--- src/rtl/assert_macros.svh ---
// ----------------------------------------------------------------------------
// assert_macros.svh
// assertion macros shared by the rtl
// ----------------------------------------------------------------------------
`ifndef ASSERT_MACROS_SVH
`define ASSERT_MACROS_SVH

// implication checked at every rising clock edge, off during reset
`define ASSERT_CLK(label, clk, rst, prop) \
   label: assert property (@(posedge clk) disable iff (rst) (prop)) \
      else $error("assertion failed");

// same check, also active during reset
`define ASSERT_ALWAYS(label, clk, prop) \
   label: assert property (@(posedge clk) (prop)) \
      else $error("assertion failed");

`endif

--- src/rtl/jov_pkg.sv ---
// ----------------------------------------------------------------------------
// jov_pkg
// types, constants and helpers of the json object validator
// ----------------------------------------------------------------------------
package jov_pkg;

   localparam int MaxNestDefault = 32;
   localparam logic [4:0] DepthLimitReset = 5'd16;

   localparam logic [15:0] HighSurLo = 16'hd800;
   localparam logic [15:0] HighSurHi = 16'hdbff;
   localparam logic [15:0] LowSurLo  = 16'hdc00;
   localparam logic [15:0] LowSurHi  = 16'hdfff;

   // literal table index: true at 0, false at 4, null at 9
   localparam logic [3:0] LitTrue   = 4'd1;
   localparam logic [3:0] LitFalse  = 4'd5;
   localparam logic [3:0] LitNull   = 4'd10;
   localparam logic [3:0] LitEndT   = 4'd3;
   localparam logic [3:0] LitEndF   = 4'd8;
   localparam logic [3:0] LitEndN   = 4'd12;
   localparam logic [3:0] LitLen    = 4'd13;

   typedef enum logic [4:0] {
      M_LEAD      = 5'd0,
      M_OBJ_OPEN  = 5'd1,
      M_ARR_OPEN  = 5'd2,
      M_KEY_NEXT  = 5'd3,
      M_COLON     = 5'd4,
      M_VALUE     = 5'd5,
      M_AFTER     = 5'd6,
      M_DONE      = 5'd7,
      M_LIT       = 5'd8,
      M_N_SIGN    = 5'd9,
      M_N_ZERO    = 5'd10,
      M_N_INT     = 5'd11,
      M_N_DOT     = 5'd12,
      M_N_FRAC    = 5'd13,
      M_N_EXP     = 5'd14,
      M_N_EXPSIGN = 5'd15,
      M_N_EXPD    = 5'd16,
      M_VSTR_BODY = 5'd17,
      M_VSTR_ESC  = 5'd18,
      M_VSTR_HEX  = 5'd19,
      M_VSTR_SBS  = 5'd20,
      M_VSTR_SU   = 5'd21,
      M_KSTR_BODY = 5'd22,
      M_KSTR_ESC  = 5'd23,
      M_KSTR_HEX  = 5'd24,
      M_KSTR_SBS  = 5'd25,
      M_KSTR_SU   = 5'd26
   } mode_type;

   function automatic logic [7:0] lit_char(logic [3:0] idx);
      logic [7:0] ch;
      unique case (idx)
         4'd0:  ch = 8'h74;
         4'd1:  ch = 8'h72;
         4'd2:  ch = 8'h75;
         4'd3:  ch = 8'h65;
         4'd4:  ch = 8'h66;
         4'd5:  ch = 8'h61;
         4'd6:  ch = 8'h6c;
         4'd7:  ch = 8'h73;
         4'd8:  ch = 8'h65;
         4'd9:  ch = 8'h6e;
         4'd10: ch = 8'h75;
         4'd11: ch = 8'h6c;
         4'd12: ch = 8'h6c;
         default: ch = 8'h00;
      endcase
      return ch;
   endfunction

   // bit 4 set when the byte is not a hex digit
   function automatic logic [4:0] hex_nibble(logic [7:0] c);
      logic [4:0] r;
      if (c >= 8'h30 && c <= 8'h39) r = {1'b0, 4'(c - 8'h30)};
      else if (c >= 8'h61 && c <= 8'h66) r = {1'b0, 4'(c - 8'h57)};
      else if (c >= 8'h41 && c <= 8'h46) r = {1'b0, 4'(c - 8'h37)};
      else r = 5'b10000;
      return r;
   endfunction

endpackage

--- src/rtl/json_object_validator.sv ---
// ----------------------------------------------------------------------------
// json_object_validator
// byte-at-a-time json syntax checker for a document holding one object
// ----------------------------------------------------------------------------
// channel   dir   handshake             payload
// req       in    req_valid/req_stall   req_text_byte, req_final_byte
// rsp       out   rsp_valid/rsp_stall   rsp_accepted
// csr       in    csr_write_enable      csr_write_data (depth limit)
//
// one byte transaction per cycle when req_stall is low, parse state updates on accept
// the verdict of a document is in the result register in the cycle after its last byte
// req_stall is high only while a verdict waits and rsp_stall holds it
// reset (synchronous) clears the parse state and sets the depth limit to 16
// ----------------------------------------------------------------------------
`include "assert_macros.svh"

module json_object_validator #(
   parameter int MAX_NEST = jov_pkg::MaxNestDefault
) (
   input  logic       clock,
   input  logic       reset,
   input  logic       req_valid,
   output logic       req_stall,
   input  logic [7:0] req_text_byte,
   input  logic       req_final_byte,
   output logic       rsp_valid,
   input  logic       rsp_stall,
   output logic       rsp_accepted,
   input  logic       csr_write_enable,
   input  logic [4:0] csr_write_data
);

   // nest count holds 0..MAX_NEST, kind index covers 0..MAX_NEST-1
   localparam int NW = $clog2(MAX_NEST + 1);
   localparam int IW = (MAX_NEST > 1) ? $clog2(MAX_NEST) : 1;

   typedef struct packed {
      jov_pkg::mode_type mode;
      logic [NW-1:0]     nest;
      logic [15:0]       hex;
      logic [2:0]        cnt;
      logic              hsp;
      logic [3:0]        lit;
      logic              err;
   } state_type;

   typedef struct packed {
      state_type     st;
      logic          refeed;   // number ended, look at the byte again
      logic          wr_en;    // container opened
      logic          wr_obj;
      logic [NW-1:0] wr_lvl;
   } step_type;

   localparam state_type StateReset = '{mode: jov_pkg::M_LEAD, nest: '0, hex: '0,
                                        cnt: '0, hsp: 1'b0, lit: '0, err: 1'b0};

   state_type           st_ff, st_in;
   logic [MAX_NEST-1:0] kinds_ff;
   logic [4:0]          limit_ff;
   logic                rsp_valid_ff, rsp_valid_in;
   logic                rsp_acc_ff, rsp_acc_in;
   logic                req_take;
   logic                kind_top;
   logic [NW-1:0]       nest_m1;
   step_type            p1, p2, pf;

   // mode after a complete value at the given nesting
   function automatic jov_pkg::mode_type finish_mode(logic [NW-1:0] nest);
      return (nest != '0) ? jov_pkg::M_AFTER : jov_pkg::M_DONE;
   endfunction

   function automatic step_type open_cont(step_type r, logic obj);
      step_type o;
      o = r;
      if (r.st.nest >= NW'(MAX_NEST)) begin
         o.st.err = 1'b1;
      end else begin
         o.wr_en   = 1'b1;
         o.wr_obj  = obj;
         o.wr_lvl  = r.st.nest;
         o.st.nest = r.st.nest + 1'b1;
         o.st.mode = obj ? jov_pkg::M_OBJ_OPEN : jov_pkg::M_ARR_OPEN;
      end
      return o;
   endfunction

   function automatic step_type close_cont(step_type r);
      step_type o;
      o = r;
      if (r.st.nest != '0) o.st.nest = r.st.nest - 1'b1;
      o.st.mode = finish_mode(o.st.nest);
      return o;
   endfunction

   function automatic step_type start_value(step_type r, logic [7:0] c, logic [4:0] lim);
      step_type o;
      o = r;
      if (int'(r.st.nest) > int'(lim)) begin
         o.st.err = 1'b1;
      end else begin
         priority if (c == 8'h22) o.st.mode = jov_pkg::M_VSTR_BODY;
         else if (c == 8'h7b) o = open_cont(r, 1'b1);
         else if (c == 8'h5b) o = open_cont(r, 1'b0);
         else if (c == 8'h74) begin
            o.st.lit = jov_pkg::LitTrue;  o.st.mode = jov_pkg::M_LIT;
         end else if (c == 8'h66) begin
            o.st.lit = jov_pkg::LitFalse; o.st.mode = jov_pkg::M_LIT;
         end else if (c == 8'h6e) begin
            o.st.lit = jov_pkg::LitNull;  o.st.mode = jov_pkg::M_LIT;
         end else if (c == 8'h2d) o.st.mode = jov_pkg::M_N_SIGN;
         else if (c == 8'h30) o.st.mode = jov_pkg::M_N_ZERO;
         else if (c >= 8'h31 && c <= 8'h39) o.st.mode = jov_pkg::M_N_INT;
         else o.st.err = 1'b1;
      end
      return o;
   endfunction

   function automatic step_type feed(state_type s, logic [7:0] c, logic ktop,
                                     logic [4:0] lim);
      step_type r;
      logic ws, dig, key, ee;
      logic [4:0] hd;
      logic [15:0] hv;
      logic [2:0] cn;
      r = '{st: s, refeed: 1'b0, wr_en: 1'b0, wr_obj: 1'b0, wr_lvl: '0};
      ws  = (c == 8'h20) || (c == 8'h09) || (c == 8'h0d) || (c == 8'h0a);
      dig = (c >= 8'h30) && (c <= 8'h39);
      ee  = (c == 8'h65) || (c == 8'h45);
      key = (s.mode >= jov_pkg::M_KSTR_BODY);
      hd  = jov_pkg::hex_nibble(c);
      hv  = {s.hex[11:0], hd[3:0]};
      cn  = s.cnt + 1'b1;
      unique case (s.mode)
         jov_pkg::M_VSTR_BODY, jov_pkg::M_KSTR_BODY: begin
            if (c == 8'h22) r.st.mode = key ? jov_pkg::M_COLON : finish_mode(s.nest);
            else if (c < 8'h20) r.st.err = 1'b1;
            else if (c == 8'h5c) r.st.mode = key ? jov_pkg::M_KSTR_ESC : jov_pkg::M_VSTR_ESC;
         end
         jov_pkg::M_VSTR_ESC, jov_pkg::M_KSTR_ESC: begin
            if (c == 8'h22 || c == 8'h5c || c == 8'h2f || c == 8'h62 || c == 8'h66 ||
                c == 8'h6e || c == 8'h72 || c == 8'h74) begin
               r.st.mode = key ? jov_pkg::M_KSTR_BODY : jov_pkg::M_VSTR_BODY;
            end else if (c == 8'h75) begin
               r.st.hex  = '0;
               r.st.cnt  = '0;
               r.st.hsp  = 1'b0;
               r.st.mode = key ? jov_pkg::M_KSTR_HEX : jov_pkg::M_VSTR_HEX;
            end else r.st.err = 1'b1;
         end
         jov_pkg::M_VSTR_HEX, jov_pkg::M_KSTR_HEX: begin
            if (hd[4]) begin
               r.st.err = 1'b1;
            end else begin
               r.st.hex = hv;
               r.st.cnt = cn;
               if (cn == 3'd4) begin
                  if (s.hsp) begin
                     if (hv >= jov_pkg::LowSurLo && hv <= jov_pkg::LowSurHi) begin
                        r.st.hsp  = 1'b0;
                        r.st.mode = key ? jov_pkg::M_KSTR_BODY : jov_pkg::M_VSTR_BODY;
                     end else r.st.err = 1'b1;
                  end else if (hv == 16'h0000) begin
                     r.st.err = 1'b1;
                  end else if (hv >= jov_pkg::HighSurLo && hv <= jov_pkg::HighSurHi) begin
                     r.st.hsp  = 1'b1;
                     r.st.mode = key ? jov_pkg::M_KSTR_SBS : jov_pkg::M_VSTR_SBS;
                  end else if (hv >= jov_pkg::LowSurLo && hv <= jov_pkg::LowSurHi) begin
                     r.st.err = 1'b1;
                  end else r.st.mode = key ? jov_pkg::M_KSTR_BODY : jov_pkg::M_VSTR_BODY;
               end
            end
         end
         jov_pkg::M_VSTR_SBS, jov_pkg::M_KSTR_SBS: begin
            if (c == 8'h5c) r.st.mode = key ? jov_pkg::M_KSTR_SU : jov_pkg::M_VSTR_SU;
            else r.st.err = 1'b1;
         end
         jov_pkg::M_VSTR_SU, jov_pkg::M_KSTR_SU: begin
            if (c == 8'h75) begin
               r.st.hex  = '0;
               r.st.cnt  = '0;
               r.st.mode = key ? jov_pkg::M_KSTR_HEX : jov_pkg::M_VSTR_HEX;
            end else r.st.err = 1'b1;
         end
         jov_pkg::M_LEAD: begin
            if (!ws) begin
               if (c == 8'h7b) r = open_cont(r, 1'b1);
               else r.st.err = 1'b1;
            end
         end
         jov_pkg::M_OBJ_OPEN: begin
            if (!ws) begin
               if (c == 8'h7d) r = close_cont(r);
               else if (c == 8'h22) r.st.mode = jov_pkg::M_KSTR_BODY;
               else r.st.err = 1'b1;
            end
         end
         jov_pkg::M_ARR_OPEN: begin
            if (!ws) begin
               if (c == 8'h5d) r = close_cont(r);
               else r = start_value(r, c, lim);
            end
         end
         jov_pkg::M_KEY_NEXT: begin
            if (!ws) begin
               if (c == 8'h22) r.st.mode = jov_pkg::M_KSTR_BODY;
               else r.st.err = 1'b1;
            end
         end
         jov_pkg::M_COLON: begin
            if (!ws) begin
               if (c == 8'h3a) r.st.mode = jov_pkg::M_VALUE;
               else r.st.err = 1'b1;
            end
         end
         jov_pkg::M_VALUE: begin
            if (!ws) r = start_value(r, c, lim);
         end
         jov_pkg::M_AFTER: begin
            // kind of the innermost open container, object when set
            if (!ws) begin
               if (c == 8'h2c) r.st.mode = ktop ? jov_pkg::M_KEY_NEXT : jov_pkg::M_VALUE;
               else if (c == (ktop ? 8'h7d : 8'h5d)) r = close_cont(r);
               else r.st.err = 1'b1;
            end
         end
         jov_pkg::M_DONE: begin
            if (!ws) r.st.err = 1'b1;
         end
         jov_pkg::M_LIT: begin
            if (s.lit >= jov_pkg::LitLen || c != jov_pkg::lit_char(s.lit)) begin
               r.st.err = 1'b1;
            end else if (s.lit == jov_pkg::LitEndT || s.lit == jov_pkg::LitEndF ||
                         s.lit == jov_pkg::LitEndN) begin
               r.st.mode = finish_mode(s.nest);
            end else r.st.lit = s.lit + 1'b1;
         end
         jov_pkg::M_N_SIGN: begin
            if (c == 8'h30) r.st.mode = jov_pkg::M_N_ZERO;
            else if (dig) r.st.mode = jov_pkg::M_N_INT;
            else r.st.err = 1'b1;
         end
         jov_pkg::M_N_ZERO, jov_pkg::M_N_INT: begin
            if (!(s.mode == jov_pkg::M_N_INT && dig)) begin
               if (c == 8'h2e) r.st.mode = jov_pkg::M_N_DOT;
               else if (ee) r.st.mode = jov_pkg::M_N_EXP;
               else begin
                  r.st.mode = finish_mode(s.nest);
                  r.refeed  = 1'b1;
               end
            end
         end
         jov_pkg::M_N_DOT: begin
            if (dig) r.st.mode = jov_pkg::M_N_FRAC;
            else r.st.err = 1'b1;
         end
         jov_pkg::M_N_FRAC: begin
            if (!dig) begin
               if (ee) r.st.mode = jov_pkg::M_N_EXP;
               else begin
                  r.st.mode = finish_mode(s.nest);
                  r.refeed  = 1'b1;
               end
            end
         end
         jov_pkg::M_N_EXP: begin
            if (c == 8'h2b || c == 8'h2d) r.st.mode = jov_pkg::M_N_EXPSIGN;
            else if (dig) r.st.mode = jov_pkg::M_N_EXPD;
            else r.st.err = 1'b1;
         end
         jov_pkg::M_N_EXPSIGN: begin
            if (dig) r.st.mode = jov_pkg::M_N_EXPD;
            else r.st.err = 1'b1;
         end
         jov_pkg::M_N_EXPD: begin
            if (!dig) begin
               r.st.mode = finish_mode(s.nest);
               r.refeed  = 1'b1;
            end
         end
         default: r.st.err = 1'b1;
      endcase
      return r;
   endfunction

   // the output register parts the two sides, a waiting verdict blocks only when held
   assign req_stall = rsp_valid_ff && rsp_stall;
   assign req_take  = req_valid && !req_stall;

   // innermost container kind; ending a number never changes the nesting before the recheck
   assign nest_m1  = st_ff.nest - 1'b1;
   assign kind_top = (st_ff.nest != '0) && kinds_ff[nest_m1[IW-1:0]];

   always_comb begin
      p1 = feed(st_ff, req_text_byte, kind_top, limit_ff);
      p2 = feed(p1.st, req_text_byte, kind_top, limit_ff);
      // sticky error: once set the byte is not looked at
      if (st_ff.err) begin
         pf = '{st: st_ff, refeed: 1'b0, wr_en: 1'b0, wr_obj: 1'b0, wr_lvl: '0};
      end else if (p1.refeed && !p1.st.err) begin
         pf = p2;
      end else begin
         pf = p1;
      end
   end

   always_comb begin
      st_in        = st_ff;
      rsp_valid_in = rsp_valid_ff && rsp_stall;
      rsp_acc_in   = rsp_acc_ff;
      if (req_take) begin
         st_in = pf.st;
         if (req_final_byte) begin
            // verdict out, parse state back to its reset value
            rsp_valid_in = 1'b1;
            rsp_acc_in   = !pf.st.err && (pf.st.mode == jov_pkg::M_DONE);
            st_in        = StateReset;
         end
      end
   end

   always_ff @(posedge clock) begin
      if (reset) begin
         st_ff        <= StateReset;
         limit_ff     <= jov_pkg::DepthLimitReset;
         rsp_valid_ff <= 1'b0;
      end else begin
         st_ff        <= st_in;
         rsp_valid_ff <= rsp_valid_in;
         if (csr_write_enable) limit_ff <= csr_write_data;
      end
   end

   // payload registers, no reset needed: kinds are read only below the nest count
   always_ff @(posedge clock) begin
      rsp_acc_ff <= rsp_acc_in;
      if (req_take && pf.wr_en) kinds_ff[pf.wr_lvl[IW-1:0]] <= pf.wr_obj;
   end

   assign rsp_valid    = rsp_valid_ff;
   assign rsp_accepted = rsp_acc_ff;

   // a held verdict stays put
   `ASSERT_CLK(a_rsp_hold, clock, reset, rsp_valid && rsp_stall |=> rsp_valid && $stable(rsp_accepted))
   // the last byte of a document always yields a verdict
   `ASSERT_CLK(a_final_rsp, clock, reset, req_take && req_final_byte |=> rsp_valid)
   // nesting never passes the stack size
   `ASSERT_ALWAYS(a_nest_cap, clock, reset || (int'(st_ff.nest) <= MAX_NEST))
   // before the opening brace nothing is open
   `ASSERT_CLK(a_lead_empty, clock, reset, st_ff.mode == jov_pkg::M_LEAD |-> st_ff.nest == '0)

endmodule
--- config.mk ---
export PLATFORM = sky130hd
export DESIGN_NAME = json_object_validator
export DESIGN_NICKNAME = d
export VERILOG_FILES = /design/src/rtl/jov_pkg.sv /design/src/rtl/json_object_validator.sv
export VERILOG_INCLUDE_DIRS = /design/src /design/src/rtl
export SDC_FILE = /design/constraint.sdc
export NUM_CORES = 1
export LEC_CHECK = 0
export BUFFER_PORTS_ARGS = -buffer_cell sky130_fd_sc_hd__buf_2
export CAP_MARGIN = 20
export CORE_ASPECT_RATIO = 0.5
export CORE_UTILIZATION = 25
export DETAILED_ROUTE_END_ITERATION = 10
export PLACE_DENSITY = 0.35
export SYNTH_ARGS = -nofsm -noshare
export SYNTH_HDL_FRONTEND = slang
export SYNTH_SLANG_ARGS = --single-unit
--- constraint.sdc ---
create_clock -name clock -period 12.1 [get_ports clock]
set_input_delay 1.21 -clock clock [delete_from_list [all_inputs] [get_ports clock]]
set_output_delay 1.21 -clock clock [all_outputs]
set_load 0.01 [all_outputs]
# Word-level counts from Yosys, hierarchy flattened
# Memory sizes are Yosys's and may differ from the RTL's. A register that Yosys moved wholly into a read port is not among the register bits.
# Cells that the tools add are included.
# W data, S select, Z words.
[word_totals]
reg_bits = 75
latch_bits = 0
mem_bits_rw = 0
romBits = 224
in_bits = 19
wordCells = 540
memories = 2
[memory_table]
columns = ["memory", "words", "word_bits", "rd", "rd_ports_with_merged_regs", "wr", "line_no", "text"]
rows = [
  ["(no name shown)", 16, 7, 1, 1, 0, "jov_pkg.sv:56", "unique case (idx)"],
  ["(no name shown)", 16, 7, 1, 0, 0, "jov_pkg.sv:56", ""],
]
[classes]
n_addsub = 11
n_mul = 0
n_div = 0
magnitude_cmp = 27
n_eq_ne = 90
shift = 0
muxes = 331
bitwise_logic = 0
reduce_logical = 68
[op_table]
columns = ["cell", "n"]
rows = [
  ["$mux W45", 18],
  ["$mux W5", 87],
  ["$pmux W19 S8", 2],
  ["$mux W35", 8],
  ["$mux W11", 22],
  ["$mux W40", 6],
  ["$pmux W5 S20", 2],
  ["$mux W6", 23],
  ["$mux W20", 6],
  ["$eq A5 B5 Y1 const B", 22],
  ["$eq A8 B7 Y1 const B", 13],
  ["$mux W26", 4],
  ["$mux W1", 94],
  ["$eq A5 B4 Y1 const B", 16],
  ["$mux W4", 20],
  ["$mux W8", 10],
  ["$pmux W8 S5", 2],
  ["$eq A8 B6 Y1 const B", 9],
  ["$ge A16 B16 Y1 const B", 4],
  ["$le A16 B16 Y1 const B", 4],
  ["$mux W30", 2],
  ["$pmux W6 S5", 2],
  ["$pmux W4 S6", 2],
  ["$reduce_bool A6 Y1", 8],
  ["other kinds (45)", 141],
]

# Logic depth before layout (Yosys ltp)
[depth]
depth_word = 39
depth_mapped = 26

# Worst setup path before layout
# OpenSTA, ideal clock, no wires.
[synth_path]
kind = "input to register"
from = "in req_text_byte[1]"
to = "reg rsp_acc_ff (netlist: rsp_accepted) (data pin)"
setup_ns = 0.150
arrival_time_ns = 5.449
setup_slack_ns = 6.501
path_stages = 25
n_path_buf = 3
cell_sequence = "buf_4 -> inv_1 -> ha_1 -> clkbuf_1 -> nand3_1 -> nor2_1 -> a21boi_0 -> o221ai_1 -> a21oi_1 -> a31oi_1 -> o22a_1 -> clkbuf_1 -> ha_1 -> nor2b_1 -> o21a_1 -> o21ai_0 -> nand2b_1 -> a21oi_1 -> a31oi_1 -> nor4_2 -> and4_1 -> o22a_1 -> a21oi_1 -> o32a_1 -> nor3_2"
[synth_between]
elab_chain_len = 34
elab_cells_between_ends = 378
[synth_lines]
columns = ["element", "line_no", "text"]
rows = [
  ["start, declared", "json_object_validator.sv:24", "input logic [7:0] req_text_byte,"],
  ["parallel branches: the longest is 30 deep, another holds $ge A16 B16 Y1", "-", ""],
  ["$mux W45 *", "json_object_validator.sv:300", "end else if (p1.refeed && !p1.st.err) begin"],
  ["$mux W45 *", "json_object_validator.sv:298", "if (st_ff.err) begin"],
  ["$eq A5 B3 Y1", "json_object_validator.sv:316", "rsp_acc_in = !pf.st.err && (pf.st.mode == jov_pkg::M_DONE);"],
  ["$logic_and A1 B1 Y1 *", "json_object_validator.sv:316", ""],
  ["end signal, assigned", "json_object_validator.sv:336", "rsp_acc_ff <= rsp_acc_in;"],
  ["end, declared", "json_object_validator.sv:62", "logic rsp_acc_ff, rsp_acc_in;"],
]
# Mark *: on every way between the ends. The select of a mux whose other input is x is not followed.
# A chain may end at the register's enable or synchronous reset.

# Worst setup path after layout
[layout_path]
from = "reg st_ff[26] (netlist name)"
to = "reg rsp_acc_ff (netlist: rsp_accepted) (data pin)"
[layout_between]
elab_chain_len = 36
elab_cells_between_ends = 282
[layout_lines]
columns = ["element", "line_no", "text"]
rows = [
  ["start, declared", "json_object_validator.sv:58", "state_type st_ff, st_in;"],
  ["start signal, assigned", "json_object_validator.sv:324", "st_ff <= StateReset;"],
  ["start signal, assigned", "json_object_validator.sv:328", "st_ff <= st_in;"],
  ["$add A6 B1 Y6 / $ge A6 B6 Y1 (equally long branches)", "json_object_validator.sv:82, json_object_validator.sv:76", ""],
  ["$mux W11", "json_object_validator.sv:76", "if (r.st.nest >= NW'(MAX_NEST)) begin"],
  ["$mux W11", "json_object_validator.sv:104", "else if (c == 8'h5b) o = open_cont(r, 1'b0);"],
  ["$mux W11", "json_object_validator.sv:103", "else if (c == 8'h7b) o = open_cont(r, 1'b1);"],
  ["$mux W11", "json_object_validator.sv:102", "priority if (c == 8'h22) o.st.mode = jov_pkg::M_VSTR_BODY;"],
  ["$mux W11", "json_object_validator.sv:99", "if (int'(r.st.nest) > int'(lim)) begin"],
  ["$mux W11", "json_object_validator.sv:200", "if (c == 8'h5d) r = close_cont(r);"],
  ["$mux W11", "json_object_validator.sv:199", "if (!ws) begin"],
  ["(+20 left out)", "-", ""],
  ["$mux W35", "json_object_validator.sv:99", ""],
  ["$mux W45", "json_object_validator.sv:200", ""],
  ["$mux W45", "json_object_validator.sv:199", ""],
  ["$pmux W5 S20", "json_object_validator.sv:134", "unique case (s.mode)"],
  ["$mux W45 *", "json_object_validator.sv:300", ""],
  ["$mux W45 *", "json_object_validator.sv:298", ""],
  ["$eq A5 B3 Y1", "json_object_validator.sv:316", ""],
  ["$logic_and A1 B1 Y1 *", "json_object_validator.sv:316", ""],
]
# Mark *: on every way between the ends. The rest lies on a longest branch, timed or not. The select of a mux whose other input is x is not followed.

==> results_dict.tcl <==
set metrics [dict create \
    p_leak_nw 3.37 \
    htree_levels 3 \
    insertion_delay_ps 390 \
    relSlewSlack 0.292 \
    wl_per_cell_um 25.9 \
    mostFrequentLayoutCells "nor2_1, nand2_1, a21oi_1" \
    cp_top_family "compound AO/OA/AOI/OAI gates" \
    core_sq_um 36500 \
    drt-total-wl_um 44200 \
    final_max_slew_viol_count 0 \
    grt_max_degree 48 \
    grt_use_total 0.226 \
    crit_start "st_ff[26]" \
    antenna_found_initial 0 \
    drive_gt1_frac 0.106 \
    yosysWarnings 0 \
    whs_ps 503 \
    cts_tree "yes" \
    end_kind "flip-flop" \
    drtIter0Drc 1227 \
    clockBufferDepth 2 \
    cts_setup_buffers 0 \
    hp-class "flip-flop to flip-flop" \
    path_class "flip-flop to flip-flop" \
    cap_viol_max_count 0 \
    multi_input_area_sq_um 6970 \
    start_kind "flip-flop" \
    insertedDiodeCount 0 \
    setup_violations 0 \
    yosys.cell_types.count 119 \
    pin_count 22 \
    crit_path_max_incr_delay_ps 780 \
    grt.overflow.total 0 \
    avgViaCountPerCell 6.09 \
    ant_nets 0 \
    dieHeight_um 139 \
    vias 10400 \
    start_util 0.258 \
    die_x_um 276 \
    syn_nets 1305 \
    async_reset_ff_frac 0 \
    ir_drop_uv 43.3 \
    port_buffers 21 \
    clock_sink_count 77 \
    cts_root_buf "clkbuf_16" \
    power_density_nw_per_um2 66.3 \
    period_share 0.588 \
    timing.rr.start "st_ff[26]" \
    clk_pin_slew_ps 80 \
    synth_seq_area_share 0.199 \
    nNetsFinal 1275 \
    hold_viol_final 0 \
    hpwlAfterDp_um 32700 \
    cp_num_buf_inv 3 \
    synth-seq-cells 77 \
    worst_slew_pin_slew_ps 1060 \
    die-area_sq_um 38500 \
    final_common_cell "nor2_1" \
    syn_inst 1247 \
    setup_tns_ps 0 \
    power_mw 0.675 \
    grt_pass1_vias 9739 \
    register_area_sq_um 1870 \
    cpMaxStageDelayCell "mux2i_1" \
    drc 0 \
    avgSynthCellArea_sq_um 7.55 \
    crit_required_ps 12250 \
    synth_top_flop_cell "dfxtp_1" \
    syn_to_final_growth_pct 8.18 \
    cts_resized 0 \
    cts.hold.buffers_added 0 \
    cp_data_arrival_time_ps 7270 \
    synth_edf_count 33 \
    max_clock_freq_ghz 0.140 \
    fp-row-count 49 \
    min_period_ps 7120 \
    dr.pass1.iters 8 \
    clock_skew_ps 18.5 \
    syn_area_sq_um 9410 \
    fillerInstances 3974 \
    grt_first_pass_wirelength_um 65600 \
    gp_congestion 0.979 \
    status "finished clean" \
    hold_start "limit_ff[1]" \
    cp_max_fo 16 \
    rsz0062_at_grt "false" \
    numCtsBuffers 9 \
]
==> report_power, final <==
part / total [mW] / internal, mW / switching, mW
sequential: 0.271 / 0.270 / 0.00110
combinational: 0.105 / 0.0289 / 0.0760
clock: 0.299 / 0.145 / 0.154
total: 0.675 / 0.444 / 0.231
==> worst min-delay path, delay by kind of cell, from the launching register on <==
family        cells  cell delay, ps
flops             1             340
mux               1              70
simple gates      1              70
==> layer usage <==
metal	up-vias	GRT usage	wire length, um
met3	60	0.0505	3210
met1	5123	0.318	20900
met5	-	0	0
li1	4764	-	-
met4	0	0.0582	929
met2	435	0.346	19100
==> kinds of logic (layout without fill, tap and decap cells) <==
kind of cell | after synthesis | after routing | synth area share
buffers and inverters | 127 | 102 | 0.0622
muxes | 31 | 31 | 0.0392
adders and majority gates | 39 | 39 | 0.0519
xor gates and xnor gates | 18 | 18 | 0.0188
AOI/OAI and AO/OA | 402 | 402 | 0.314
DFF | 77 | 77 | 0.199
and+or+nand+nor | 553 | 553 | 0.315
==> synthesized netlist by cell type (8+ instances only) <==
| cell type | n | area share |
|---|---|---|
| or4_1 | 8 | 0.0064 |
| and3_1 | 18 | 0.012 |
| xor2_1 | 10 | 0.0093 |
| o221ai_1 | 8 | 0.0074 |
| nand2b_1 | 12 | 0.0080 |
| nand2_1 | 89 | 0.036 |
| a211oi_1 | 15 | 0.012 |
| a21oi_1 | 66 | 0.035 |
| and2_1 | 14 | 0.0093 |
| o31ai_1 | 13 | 0.010 |
| nor4_1 | 17 | 0.011 |
| nand4_1 | 27 | 0.018 |
| nand3_1 | 35 | 0.019 |
| edfxtp_1 | 33 | 0.11 |
| nor3_1 | 49 | 0.026 |
| o21ai_0 | 54 | 0.029 |
| nor3b_1 | 13 | 0.010 |
| o22ai_1 | 15 | 0.010 |
| inv_1 | 37 | 0.015 |
| a21o_1 | 9 | 0.0072 |
| mux2i_1 | 23 | 0.024 |
| nor2_1 | 162 | 0.065 |
| a221oi_1 | 9 | 0.0084 |
| nor2b_1 | 26 | 0.017 |
| o21ai_1 | 10 | 0.0053 |
| or3_1 | 13 | 0.0086 |
| o211ai_1 | 18 | 0.014 |
| dfxtp_1 | 44 | 0.094 |
| a22oi_1 | 34 | 0.027 |
| a211o_1 | 11 | 0.010 |
| nand4b_1 | 10 | 0.0093 |
| buf_2 | 21 | 0.011 |
| clkbuf_1 | 49 | 0.020 |
| a2111oi_0 | 9 | 0.0084 |
| ha_1 | 39 | 0.052 |
| a31oi_1 | 26 | 0.017 |
==> flip-flops by register name, indices dropped and copies added (netlist names), named ones only <==
| register | cells |
|---|---|
| st_ff | 32 |
| rsp_valid | 1 |
| rsp_accepted | 1 |
| limit_ff | 5 |
| kinds_ff | 32 |
==> final cells by class <==
cell class                      count  area share
Inverter                           40      0.0148
Clock buffer                        9      0.0221
Sequential cell                    77       0.184
Tap cell                          484      0.0595
Timing Repair Buffer               46      0.0288
Clock inverter                      7     0.00664
Multi-Input combinational cell   1043       0.684
==> per-stage QoR <==
stage	utilization	std cells	cell area (sq um)	setup WS, ps
2_1_floorplan	-	1247	9410	6500
3_3_place_gp	0.271	1690	9890	5160
3_5_place_dp	0.271	1690	9890	4970
4_1_cts	0.279	1706	10200	5070
5_1_grt	0.279	1706	10200	4470
6_report	0.279	1706	10200	4980
==> path summary, 6_finish.rpt <==
kind / endpoint / depth (start not counted) / slack (ps)
max: rsp_accepted / 25 / 4980
min: limit_ff[1] / 2 / 500
max reg2reg: rsp_accepted / 25 / 4980
min reg2reg: limit_ff[1] / 2 / 500
No activity file was read; power rests on OpenSTA's default activity.
